===== src/gbe_pkg.sv =====
// Shared constants, register indexes and the lane batch type of the glyph expander.
package gbe_pkg;

  localparam int LANES      = 8;
  localparam int LANE_IDX_W = $clog2(LANES);
  localparam int CFG_W      = 6;
  localparam int CODE_W     = 8;
  localparam int COLOR_W    = 8;
  localparam int ADDR_W     = 16;
  localparam int CFG_IDX_W  = 2;
  localparam int CFG_DATA_W = 8;

  localparam logic [CFG_IDX_W-1:0] REG_GLYPH_WIDTH  = 2'd0;
  localparam logic [CFG_IDX_W-1:0] REG_GLYPH_HEIGHT = 2'd1;
  localparam logic [CFG_IDX_W-1:0] REG_FIRST_CODE   = 2'd2;

  localparam logic [CFG_W-1:0]  GLYPH_WIDTH_RST  = 6'd8;
  localparam logic [CFG_W-1:0]  GLYPH_HEIGHT_RST = 6'd16;
  localparam logic [CODE_W-1:0] FIRST_CODE_RST   = 8'd32;

  // Everything about one byte that does not depend on the coordinate width.
  // Bits and mask are in lane order: lane 0 is the leftmost pixel.
  typedef struct packed {
    logic [COLOR_W-1:0] fg;
    logic [COLOR_W-1:0] bg;
    logic [ADDR_W-1:0]  addr;
    logic [LANES-1:0]   bits;
    logic [LANES-1:0]   mask;
  } gbe_batch_t;

endpackage


===== src/gbe_in_if.sv =====
// Glyph byte request channel.
interface gbe_in_if import gbe_pkg::*; #(parameter int CW = 12) ();
  logic              valid;
  logic              ready;
  logic              first_of_glyph;
  logic [CW-1:0]     origin_y;
  logic [CW-1:0]     origin_x;
  logic [COLOR_W-1:0] fg_color;
  logic [COLOR_W-1:0] bg_color;
  logic [CODE_W-1:0] glyph_code;
  logic [7:0]        font_byte;

  modport source (output valid, first_of_glyph, origin_y, origin_x, fg_color, bg_color,
                  glyph_code, font_byte, input ready);
  modport sink   (input valid, first_of_glyph, origin_y, origin_x, fg_color, bg_color,
                  glyph_code, font_byte, output ready);
endinterface


===== src/gbe_out_if.sv =====
// Pixel write request channel.
interface gbe_out_if import gbe_pkg::*; #(parameter int CW = 12) ();
  logic               valid;
  logic               ready;
  logic [CW-1:0]      pixel_y;
  logic [CW-1:0]      pixel_x;
  logic [COLOR_W-1:0] pixel_color;
  logic [ADDR_W-1:0]  font_addr;
  logic               last;

  modport source (output valid, pixel_y, pixel_x, pixel_color, font_addr, last, input ready);
  modport sink   (input valid, pixel_y, pixel_x, pixel_color, font_addr, last, output ready);
endinterface


===== src/gbe_cfg_if.sv =====
// Configuration register write channel.
interface gbe_cfg_if import gbe_pkg::*; ();
  logic                  valid;
  logic                  ready;
  logic [CFG_IDX_W-1:0]  reg_index;
  logic [CFG_DATA_W-1:0] data;

  modport source (output valid, reg_index, data, input ready);
  modport sink   (input valid, reg_index, data, output ready);
endinterface


===== src/gbe_lane.sv =====
// One pixel lane: decides whether its bit lies inside the row and whether it writes.
module gbe_lane import gbe_pkg::*; #(
  parameter int LANE = 0
) (
  input  logic [CFG_W-1:0] column_count,
  input  logic [CFG_W-1:0] width,
  input  logic             pixel_bit,
  input  logic             bg_opaque,
  output logic             emit,
  output logic             stop
);

  logic [CFG_W:0] col;
  logic           active;

  assign col = {1'b0, column_count} + (CFG_W+1)'(LANE);

  // A lane is reached only if every lane to its left stayed inside the row.
  assign active = (LANE == 0) || (col < {1'b0, width});
  assign stop   = active && ((col + 1'b1) >= {1'b0, width});
  assign emit   = active && (pixel_bit || bg_opaque);

endmodule


===== src/gbe_merge.sv =====
// Merging stage: holds lane results; sends written pixels one per unstalled cycle.
module gbe_merge import gbe_pkg::*; #(
  parameter int CW = 12
) (
  input  logic        clk,
  input  logic        rst,
  input  logic        load,
  input  gbe_batch_t  batch,
  input  logic [CW-1:0] row,
  input  logic [CW-1:0] base_x,
  output logic        ready,
  gbe_out_if.source   pixel
);

  logic              hold_valid;
  gbe_batch_t        hold;
  logic [CW-1:0]     hold_y;
  logic [CW-1:0]     hold_x;

  gbe_batch_t        ser;
  logic [CW-1:0]     ser_y;
  logic [CW-1:0]     ser_x;

  logic                  ser_busy;
  logic                  single;
  logic                  fire;
  logic                  load_ser;
  logic [LANE_IDX_W-1:0] idx;

  assign ser_busy = |ser.mask;
  assign single   = ((ser.mask & (ser.mask - 1'b1)) == '0);
  assign fire     = pixel.valid && pixel.ready;
  assign load_ser = hold_valid && (!ser_busy || (fire && single));
  // The hold slot takes a new byte in the cycle that it hands its own one on.
  assign ready    = !hold_valid || load_ser;

  always_comb begin
    idx = '0;
    for (int k = LANES - 1; k >= 0; k--) begin
      if (ser.mask[k]) begin
        idx = LANE_IDX_W'(k);
      end
    end
  end

  always_ff @(posedge clk) begin
    if (rst) begin
      hold_valid <= 1'b0;
    end else if (load) begin
      hold_valid <= 1'b1;
    end else if (load_ser) begin
      hold_valid <= 1'b0;
    end
  end

  always_ff @(posedge clk) begin
    if (load) begin
      hold   <= batch;
      hold_y <= row;
      hold_x <= base_x;
    end
  end

  always_ff @(posedge clk) begin
    if (rst) begin
      ser.mask <= '0;
    end else if (load_ser) begin
      ser.mask <= hold.mask;
    end else if (fire) begin
      ser.mask <= ser.mask & (ser.mask - 1'b1);
    end
    if (load_ser) begin
      ser.fg   <= hold.fg;
      ser.bg   <= hold.bg;
      ser.addr <= hold.addr;
      ser.bits <= hold.bits;
      ser_y    <= hold_y;
      ser_x    <= hold_x;
    end
  end

  assign pixel.valid       = ser_busy;
  assign pixel.pixel_y     = ser_y;
  assign pixel.pixel_x     = ser_x + CW'(idx);
  assign pixel.pixel_color = ser.bits[idx] ? ser.fg : ser.bg;
  assign pixel.font_addr   = ser.addr;
  assign pixel.last        = single;

endmodule


===== src/glyph_bitmap_expander.sv =====
// Top level of the glyph expander: registers, glyph state, eight lanes and the merging stage.
//
//   channel  direction  carries
//   glyph    sink       one font byte, plus origin, colours and code on a glyph's first byte
//   pixel    source     one pixel write: y, x, colour, font address, last of byte
//   cfg      sink       register write: index, data (always ready)
//
// The pixel port sends one write a cycle while pixel ready is high. A byte is taken by all
// eight lanes together and waits in a hold slot while the previous byte drains, so bytes
// follow one another without gaps on the pixel port. Bytes that write nothing are absorbed
// at one a cycle while glyph ready is high. Reset restores register defaults and clears
// the glyph state. A stalled pixel port fills the hold slot, after which glyph ready drops.
module glyph_bitmap_expander import gbe_pkg::*; #(
  parameter int MAX_GLYPH_WIDTH = 32,
  parameter int COORD_BITS      = 12
) (
  input  logic      clk,
  input  logic      rst,
  gbe_in_if.sink    glyph,
  gbe_out_if.source pixel,
  gbe_cfg_if.sink   cfg
);

  localparam logic [CFG_W:0] MAX_W = (CFG_W+1)'(MAX_GLYPH_WIDTH);

  logic [CFG_W-1:0]  glyph_width;
  logic [CFG_W-1:0]  glyph_height;
  logic [CODE_W-1:0] first_code;

  logic [COORD_BITS-1:0] row_y;
  logic [COORD_BITS-1:0] cur_x;
  logic [COORD_BITS-1:0] start_x;
  logic [CFG_W-1:0]      column_count;
  logic [ADDR_W-1:0]     byte_address;
  logic [COLOR_W-1:0]    fg_latched;
  logic [COLOR_W-1:0]    bg_latched;

  logic [CFG_W-1:0]      width;
  logic [3:0]            bytes_per_row;
  logic [9:0]            per_glyph;
  logic [CODE_W-1:0]     code_off;
  logic [17:0]           glyph_base;

  logic [COORD_BITS-1:0] y0;
  logic [COORD_BITS-1:0] sx0;
  logic [COORD_BITS-1:0] cx0;
  logic [CFG_W-1:0]      cc0;
  logic [ADDR_W-1:0]     addr0;
  logic [COLOR_W-1:0]    fg0;
  logic [COLOR_W-1:0]    bg0;

  logic [LANES-1:0]      lane_bits;
  logic [LANES-1:0]      lane_emit;
  logic [LANES-1:0]      lane_stop;
  logic                  row_break;
  logic                  accept;
  logic                  merge_ready;
  gbe_batch_t            batch;

  assign cfg.ready = 1'b1;

  always_ff @(posedge clk) begin
    if (rst) begin
      glyph_width  <= GLYPH_WIDTH_RST;
      glyph_height <= GLYPH_HEIGHT_RST;
      first_code   <= FIRST_CODE_RST;
    end else if (cfg.valid) begin
      unique case (cfg.reg_index)
        REG_GLYPH_WIDTH:  glyph_width  <= cfg.data[CFG_W-1:0];
        REG_GLYPH_HEIGHT: glyph_height <= cfg.data[CFG_W-1:0];
        REG_FIRST_CODE:   first_code   <= cfg.data[CODE_W-1:0];
        default: ;
      endcase
    end
  end

  // A width of zero behaves as one; widths past the cell limit are clipped.
  always_comb begin
    if (glyph_width == '0) begin
      width = CFG_W'(1);
    end else if ({1'b0, glyph_width} > MAX_W) begin
      width = MAX_W[CFG_W-1:0];
    end else begin
      width = glyph_width;
    end
  end

  assign bytes_per_row = 4'(({1'b0, width} + 7'd7) >> 3);
  assign per_glyph     = 10'(bytes_per_row) * 10'(glyph_height);
  assign code_off      = glyph.glyph_code - first_code;
  assign glyph_base    = 18'(code_off) * 18'(per_glyph);

  // On a glyph's first byte the lanes see the origin, colours and address of the request itself.
  always_comb begin
    if (glyph.first_of_glyph) begin
      y0    = glyph.origin_y;
      sx0   = glyph.origin_x;
      cx0   = glyph.origin_x;
      cc0   = '0;
      addr0 = glyph_base[ADDR_W-1:0];
      fg0   = glyph.fg_color;
      bg0   = glyph.bg_color;
    end else begin
      y0    = row_y;
      sx0   = start_x;
      cx0   = cur_x;
      cc0   = column_count;
      addr0 = byte_address;
      fg0   = fg_latched;
      bg0   = bg_latched;
    end
  end

  for (genvar j = 0; j < LANES; j++) begin : g_lane
    assign lane_bits[j] = glyph.font_byte[LANES-1-j];
    gbe_lane #(.LANE(j)) u_lane (
      .column_count (cc0),
      .width        (width),
      .pixel_bit    (lane_bits[j]),
      .bg_opaque    (bg0 != '0),
      .emit         (lane_emit[j]),
      .stop         (lane_stop[j])
    );
  end

  assign row_break   = |lane_stop;
  assign glyph.ready = merge_ready;
  assign accept      = glyph.valid && merge_ready;

  always_ff @(posedge clk) begin
    if (rst) begin
      row_y        <= '0;
      cur_x        <= '0;
      start_x      <= '0;
      column_count <= '0;
      byte_address <= '0;
      fg_latched   <= '0;
      bg_latched   <= '0;
    end else if (accept) begin
      start_x      <= sx0;
      fg_latched   <= fg0;
      bg_latched   <= bg0;
      byte_address <= addr0 + 1'b1;
      if (row_break) begin
        row_y        <= y0 + 1'b1;
        cur_x        <= sx0;
        column_count <= '0;
      end else begin
        row_y        <= y0;
        cur_x        <= cx0 + COORD_BITS'(LANES);
        column_count <= cc0 + CFG_W'(LANES);
      end
    end
  end

  assign batch.fg   = fg0;
  assign batch.bg   = bg0;
  assign batch.addr = addr0;
  assign batch.bits = lane_bits;
  assign batch.mask = lane_emit;

  gbe_merge #(.CW(COORD_BITS)) u_merge (
    .clk    (clk),
    .rst    (rst),
    .load   (accept && (lane_emit != '0)),
    .batch  (batch),
    .row    (y0),
    .base_x (cx0),
    .ready  (merge_ready),
    .pixel  (pixel)
  );

endmodule


===== src/flat_wrapper.sv =====
// flat-port wrapper written by rule: the top's interface ports become plain ports
module glyph_bitmap_expander_flat import gbe_pkg::*;
#(
  parameter int MAX_GLYPH_WIDTH = 32,
  parameter int COORD_BITS      = 12
)
  (clk, rst, glyph_valid, glyph_first_of_glyph, glyph_origin_y, glyph_origin_x, glyph_fg_color, glyph_bg_color, glyph_glyph_code, glyph_font_byte, glyph_ready, pixel_valid, pixel_pixel_y, pixel_pixel_x, pixel_pixel_color, pixel_font_addr, pixel_last, pixel_ready, cfg_valid, cfg_reg_index, cfg_data, cfg_ready);
  gbe_in_if #(.CW((12))) glyph_i ();
  gbe_out_if #(.CW((12))) pixel_i ();
  gbe_cfg_if cfg_i ();
  input  logic clk;
  input  logic rst;
  input wire logic [$bits(glyph_i.valid)-1:0] glyph_valid;
  input wire logic [$bits(glyph_i.first_of_glyph)-1:0] glyph_first_of_glyph;
  input wire logic [$bits(glyph_i.origin_y)-1:0] glyph_origin_y;
  input wire logic [$bits(glyph_i.origin_x)-1:0] glyph_origin_x;
  input wire logic [$bits(glyph_i.fg_color)-1:0] glyph_fg_color;
  input wire logic [$bits(glyph_i.bg_color)-1:0] glyph_bg_color;
  input wire logic [$bits(glyph_i.glyph_code)-1:0] glyph_glyph_code;
  input wire logic [$bits(glyph_i.font_byte)-1:0] glyph_font_byte;
  output wire logic [$bits(glyph_i.ready)-1:0] glyph_ready;
  output wire logic [$bits(pixel_i.valid)-1:0] pixel_valid;
  output wire logic [$bits(pixel_i.pixel_y)-1:0] pixel_pixel_y;
  output wire logic [$bits(pixel_i.pixel_x)-1:0] pixel_pixel_x;
  output wire logic [$bits(pixel_i.pixel_color)-1:0] pixel_pixel_color;
  output wire logic [$bits(pixel_i.font_addr)-1:0] pixel_font_addr;
  output wire logic [$bits(pixel_i.last)-1:0] pixel_last;
  input wire logic [$bits(pixel_i.ready)-1:0] pixel_ready;
  input wire logic [$bits(cfg_i.valid)-1:0] cfg_valid;
  input wire logic [$bits(cfg_i.reg_index)-1:0] cfg_reg_index;
  input wire logic [$bits(cfg_i.data)-1:0] cfg_data;
  output wire logic [$bits(cfg_i.ready)-1:0] cfg_ready;
  assign glyph_i.valid = glyph_valid;
  assign glyph_i.first_of_glyph = glyph_first_of_glyph;
  assign glyph_i.origin_y = glyph_origin_y;
  assign glyph_i.origin_x = glyph_origin_x;
  assign glyph_i.fg_color = glyph_fg_color;
  assign glyph_i.bg_color = glyph_bg_color;
  assign glyph_i.glyph_code = glyph_glyph_code;
  assign glyph_i.font_byte = glyph_font_byte;
  assign glyph_ready = glyph_i.ready;
  assign pixel_valid = pixel_i.valid;
  assign pixel_pixel_y = pixel_i.pixel_y;
  assign pixel_pixel_x = pixel_i.pixel_x;
  assign pixel_pixel_color = pixel_i.pixel_color;
  assign pixel_font_addr = pixel_i.font_addr;
  assign pixel_last = pixel_i.last;
  assign pixel_i.ready = pixel_ready;
  assign cfg_i.valid = cfg_valid;
  assign cfg_i.reg_index = cfg_reg_index;
  assign cfg_i.data = cfg_data;
  assign cfg_ready = cfg_i.ready;
  glyph_bitmap_expander #(.MAX_GLYPH_WIDTH(MAX_GLYPH_WIDTH), .COORD_BITS(COORD_BITS)) u_core (.clk(clk), .rst(rst), .glyph(glyph_i), .pixel(pixel_i), .cfg(cfg_i));
endmodule

===== config.mk =====
export PLATFORM = sky130hd
export DESIGN_NAME = glyph_bitmap_expander_flat
export DESIGN_NICKNAME = d
export VERILOG_FILES = /design/src/gbe_pkg.sv /design/src/gbe_in_if.sv /design/src/gbe_out_if.sv /design/src/gbe_cfg_if.sv /design/src/gbe_lane.sv /design/src/gbe_merge.sv /design/src/glyph_bitmap_expander.sv /design/src/flat_wrapper.sv
export SDC_FILE = /design/constraint.sdc
export NUM_CORES = 1
export LEC_CHECK = 0
export BUFFER_PORTS_ARGS = -buffer_cell sky130_fd_sc_hd__buf_2
export CAP_MARGIN = 5
export CORE_ASPECT_RATIO = 1.5
export CORE_MARGIN = 8
export CORE_UTILIZATION = 62
export CTS_CLUSTER_SIZE = 40
export DETAILED_ROUTE_END_ITERATION = 6
export GPL_ROUTABILITY_DRIVEN = 0
export HOLD_SLACK_MARGIN = 0.12
export PLACE_DENSITY = 0.82
export SLEW_MARGIN = 20
export SYNTH_ARGS = -nofsm -noshare
export SYNTH_HDL_FRONTEND = slang
export SYNTH_HIERARCHICAL = 1
export SYNTH_SLANG_ARGS = --single-unit
export TNS_END_PERCENT = 10

===== constraint.sdc =====
create_clock -name clk -period 12.3 [get_ports clk]
set_input_delay 0.615 -clock clk [delete_from_list [all_inputs] [get_ports clk]]
set_output_delay 0.615 -clock clk [all_outputs]
set_load 0.02 [all_outputs]

==> flow_summary_export.csv <==
group,metric,value,unit
global_routing,antenna_violations_before_repair,2,
detailed_routing,drt.antenna.violating_nets,0,
critical_path,cp_slowest_cell,"a211oi_1",
die,initial_core_util,62.5,%
timing,fin_crit_sh,70.0,%
clock_network,cts_root_buffer,"clkbuf_16",
global_routing,top_usage_layer,"met2",
die,chipHeight,221,um
critical_path,crit-reg2reg-capture,"u_core/byte_address[15]",
yosys,syn_inst,1795,
power_and_ir_drop,p_per_area,211,nW/um^2
detailed_routing,wirelength,38600,um
outcome,run_status,"finished, violations left",
global_routing,globalRoute.totalOverflow,0,
worst_hold_path,worst_hold_path_type,"in -> reg",
timing,clock-skew-final,0.0250,ns
detailed_routing,drt_pass1_iterations,7,
critical_path,arrival,9.06,ns
global_routing,gr-usage-met2,44.1,%
yosys,postSynth.topFlopCell,"edfxtp_1",
detailed_routing,num_vias,13200,
critical_path,worst_path_largest_cell_delay,0.74,ns
yosys,synthDominantCellAreaShare,23.6,%
critical_path,worst-path-buf-inv,4,
placement,hpwlAfterDp,28300,um
global_routing,grt_pass1_vias,13700,
yosys,synth.cells.most_frequent,"inv_1, nor2_1, ha_1, edfxtp_1, nand2_1",
power_and_ir_drop,power_switching,1.65,mW
layout,area_delta_synth_final,9.53,%
die,standard_cell_row_count,75,
die,dieArea,33600,um^2
die,die_width,152,um
clock_network,cts_hold_buf,0,
worst_hold_path,timing.hold.worst.start,"glyph_font_byte[6]",
timing,unrepaired_setup_endpoints_after_global_routing,"no",
clock_network,clock_transition_at_the_registers_of_the_reported_paths,0.07,ns
critical_path,crit_family,"adder cells",
layout,n_fill_cell,2091,
yosys,mappedNetlistArea,17300,um^2
global_routing,grt_resource_usage_total,22.8,%
global_routing,grt_util_met3,3.01,%
global_routing,globalRouteMet1Util,24.5,%
timing,max_freq,116,MHz
detailed_routing,routedWlPerCell,17.2,um
timing,timing.final.crit_period,8.61,ns
yosys,synth-seq-cells,239,
global_routing,grt_first_pass_wirelength,63900,um
timing,relative_slew_slack,30.4,%
power_and_ir_drop,internal_power,2.36,mW
outcome,violations,"design-rule violations",
worst_hold_path,holdPathEnd,"u_core/u_merge/hold[9]",
critical_path,worstPathMaxFanout,8,
clock_network,tritoncts,"yes",
clock_network,cts_made_buffers,22,
power_and_ir_drop,power.combinational.fraction,51.8,%
layout,n_antenna_cell,0,
power_and_ir_drop,share_seq_of_total_power,29.5,%
clock_network,post_cts_resize_count,0,
detailed_routing,drt-vias-per-instance,5.89,
detailed_routing,drtIter0Drc,682,
critical_path,start_kind,"flop",
timing,totalNegativeSetupSlack,0,ns
yosys,number_of_distinct_standard_cells_referenced_by_the_synthesized_netlist,94,
clock_network,later_pin_clock_latency_in_the_skew_report,0.53,ns
timing,least_margin_pin_slew,1.04,ns
critical_path,reg_to_reg_slack_setup,3.69,ns
yosys,fraction_of_registers_with_async_set_or_reset_after_synthesis,0,%
timing,final_max_slew_viol_count,0,
detailed_routing,drc,1,
worst_hold_path,hold_depth,1,
yosys,yosysWarningCount,6,
clock_network,post_cts.repair.setup_buffers,0,
run,timing.max_cap.violations,0,
yosys,syn_avg_cell_area,9.63,um^2
clock_network,cts.sink_count,239,
yosys,synthMostInstantiatedCell,"inv_1",
timing,report.final.setup_viol,0,
critical_path,critPathMostFrequentCell,"fa_1",
timing,report.final.hold_viol_count,0,
clock_network,clock_path_buffers,3,
clock_network,cts_htree_levels,1,
critical_path,r2r_cells,29,
placement,count_of_input_and_output_buffers,122,
yosys,synth_edf_count,136,
layout,drive_above_1_share,14.6,%
critical_path,worst_ep_required_time,12.75,ns
yosys,synth_top_area_cell,"edfxtp_1",
critical_path,worstReg2RegStart,"u_core/glyph_width[0]",
global_routing,maximum_number_of_pins_on_one_net_before_global_route_repair,97,
layout,finalInstanceArea,18900,um^2
power_and_ir_drop,sw_frac_of_total,41.2,%
layout,nNetsFinal,2177,
critical_path,critPathCaptureType,"flop",
die,core_area,27700,um^2
power_and_ir_drop,leakage,8.24,nW
yosys,netlist_top_cells_area,"edfxtp_1, dfxtp_1, ha_1",
placement,placed_cell_area,18100,um^2
critical_path,path_class,"reg -> reg",
die,design.portCount,124,
power_and_ir_drop,irDropWorstVdd,161,uV
power_and_ir_drop,pwr-share-clk,18.8,%
yosys,synth.yosys.seq_area_share,35.5,%
[worst max path at each step]
stage,cells after the start,to,slack (ns),start
after floorplan,18,u_core/u_merge/hold[0],3.06,glyph_first_of_glyph
final,29,u_core/byte_address[15],3.69,u_core/glyph_width[0]
after global routing,29,u_core/byte_address[15],3.12,u_core/glyph_width[0]
after global placement,29,u_core/byte_address[15],4.11,u_core/glyph_width[0]
after detailed placement,29,u_core/byte_address[15],3.71,u_core/glyph_width[0]
after CTS,29,u_core/byte_address[15],3.70,u_core/glyph_width[0]
[cells by family (layout without fill, tap and decap cells)]
| family | Yosys count | in the layout | synth area share [%] |
|---|---|---|---|
| compound gates | 298 | 298 | 11.5 |
| other cells | 2 | 7 | 0.0434 |
| flops | 239 | 239 | 35.5 |
| mux | 82 | 82 | 5.06 |
| buf+inv | 268 | 368 | 6.46 |
| fa+ha+maj | 224 | 224 | 18.6 |
| xor+xnor | 123 | 123 | 6.72 |
| simple gates | 559 | 559 | 16.1 |
[cell usage in the layout (no fill, tap or decap), types with 10 or more instances in the layout]
cell type  synthesis  routed
o21ai_0           45      45
a211oi_1          24      24
xor2_1            44      44
buf_2             12     120
o21ai_1           11      11
a21o_1            20      20
and2_1            15      14
nand4_1           12      12
nor2_1           178     177
clkbuf_16          0      23
a31oi_1           13      13
nand2_1          126     125
nor2b_1           34      28
or2_2             11      11
edfxtp_1         136     136
buf_4             18      15
a21oi_1           94      93
dfxtp_1          103     103
nand2b_1          20      20
inv_1            189     189
o211ai_1          17      17
nor3_1            43      43
xnor2_1           70      70
fa_1              57      57
and3_1            10      10
mux2i_1           39      39
o2111ai_1         12      12
nand3b_1          11      11
mux2_2            43      43
nor4_1            10      10
nand3_1           42      42
ha_1             164     164
[power by group through the flow]
stage | clock network (mW) | registers, mW | logic, mW
floorplan | 0 | 1.18 | 1.61
global route | 0.791 | 1.20 | 2.30
global placement | 0 | 1.19 | 1.98
finish | 0.751 | 1.18 | 2.07
detailed placement | 0 | 1.20 | 2.06
CTS | 0.762 | 1.18 | 2.08
[flip-flops by register name (all words and copies together), names as in the netlist]
| register | cells |
|---|---|
| u_core/start_x | 12 |
| u_core/first_code | 8 |
| u_core/column_count | 6 |
| u_core/u_merge/ser | 32 |
| u_core/glyph_width | 6 |
| u_core/u_merge/pixel.font_addr | 16 |
| u_core/byte_address | 16 |
| u_core/u_merge/ser_x | 12 |
| u_core/u_merge/hold | 48 |
| u_core/glyph_height | 6 |
| u_core/u_merge/hold_x | 12 |
| u_core/row_y | 12 |
| u_core/fg_latched | 8 |
| u_core/bg_latched | 8 |
| u_core/u_merge/pixel.pixel_y | 12 |
| u_core/u_merge/hold_valid | 1 |
| u_core/u_merge/hold_y | 12 |
| u_core/cur_x | 12 |
[metrics by stage]
stage / hold slack (ns) / utilization (%) / setup slack, ns / cells / total power [mW]
3_5_place_dp: 0.405 / 65.4 / 3.71 / 2205 / 3.26
4_1_cts: 0.285 / 68.3 / 3.70 / 2245 / 4.02
6_report: 0.300 / 68.4 / 3.69 / 2246 / 4.00
5_1_grt: 0.286 / 68.4 / 3.12 / 2246 / 4.29
3_3_place_gp: 0.401 / 65.4 / 4.11 / 2205 / 3.16
2_1_floorplan: 0.400 / - / 3.06 / 1800 / 2.79
[area by class of cell]
cell class / count / area, um^2 / share of cell area, %
clock inverters: 14 / 211 / 1.12
well taps: 346 / 433 / 2.29
multi-input cells: 1293 / 10100 / 53.3
inverters: 192 / 721 / 3.81
repair buffers: 136 / 741 / 3.91
clock buffers: 26 / 587 / 3.10
flip-flops and latches: 239 / 6150 / 32.5
[metal layers]
| metal | share of wire (%) | wire length (um) |
|---|---|---|
| met2 | 52 | 20100 |
| met4 | 3.4 | 1330 |
| met3 | 4.8 | 1850 |
| met5 | 0.070 | 27 |
| met1 | 40 | 15200 |
(Power assumes the default switching activity.)
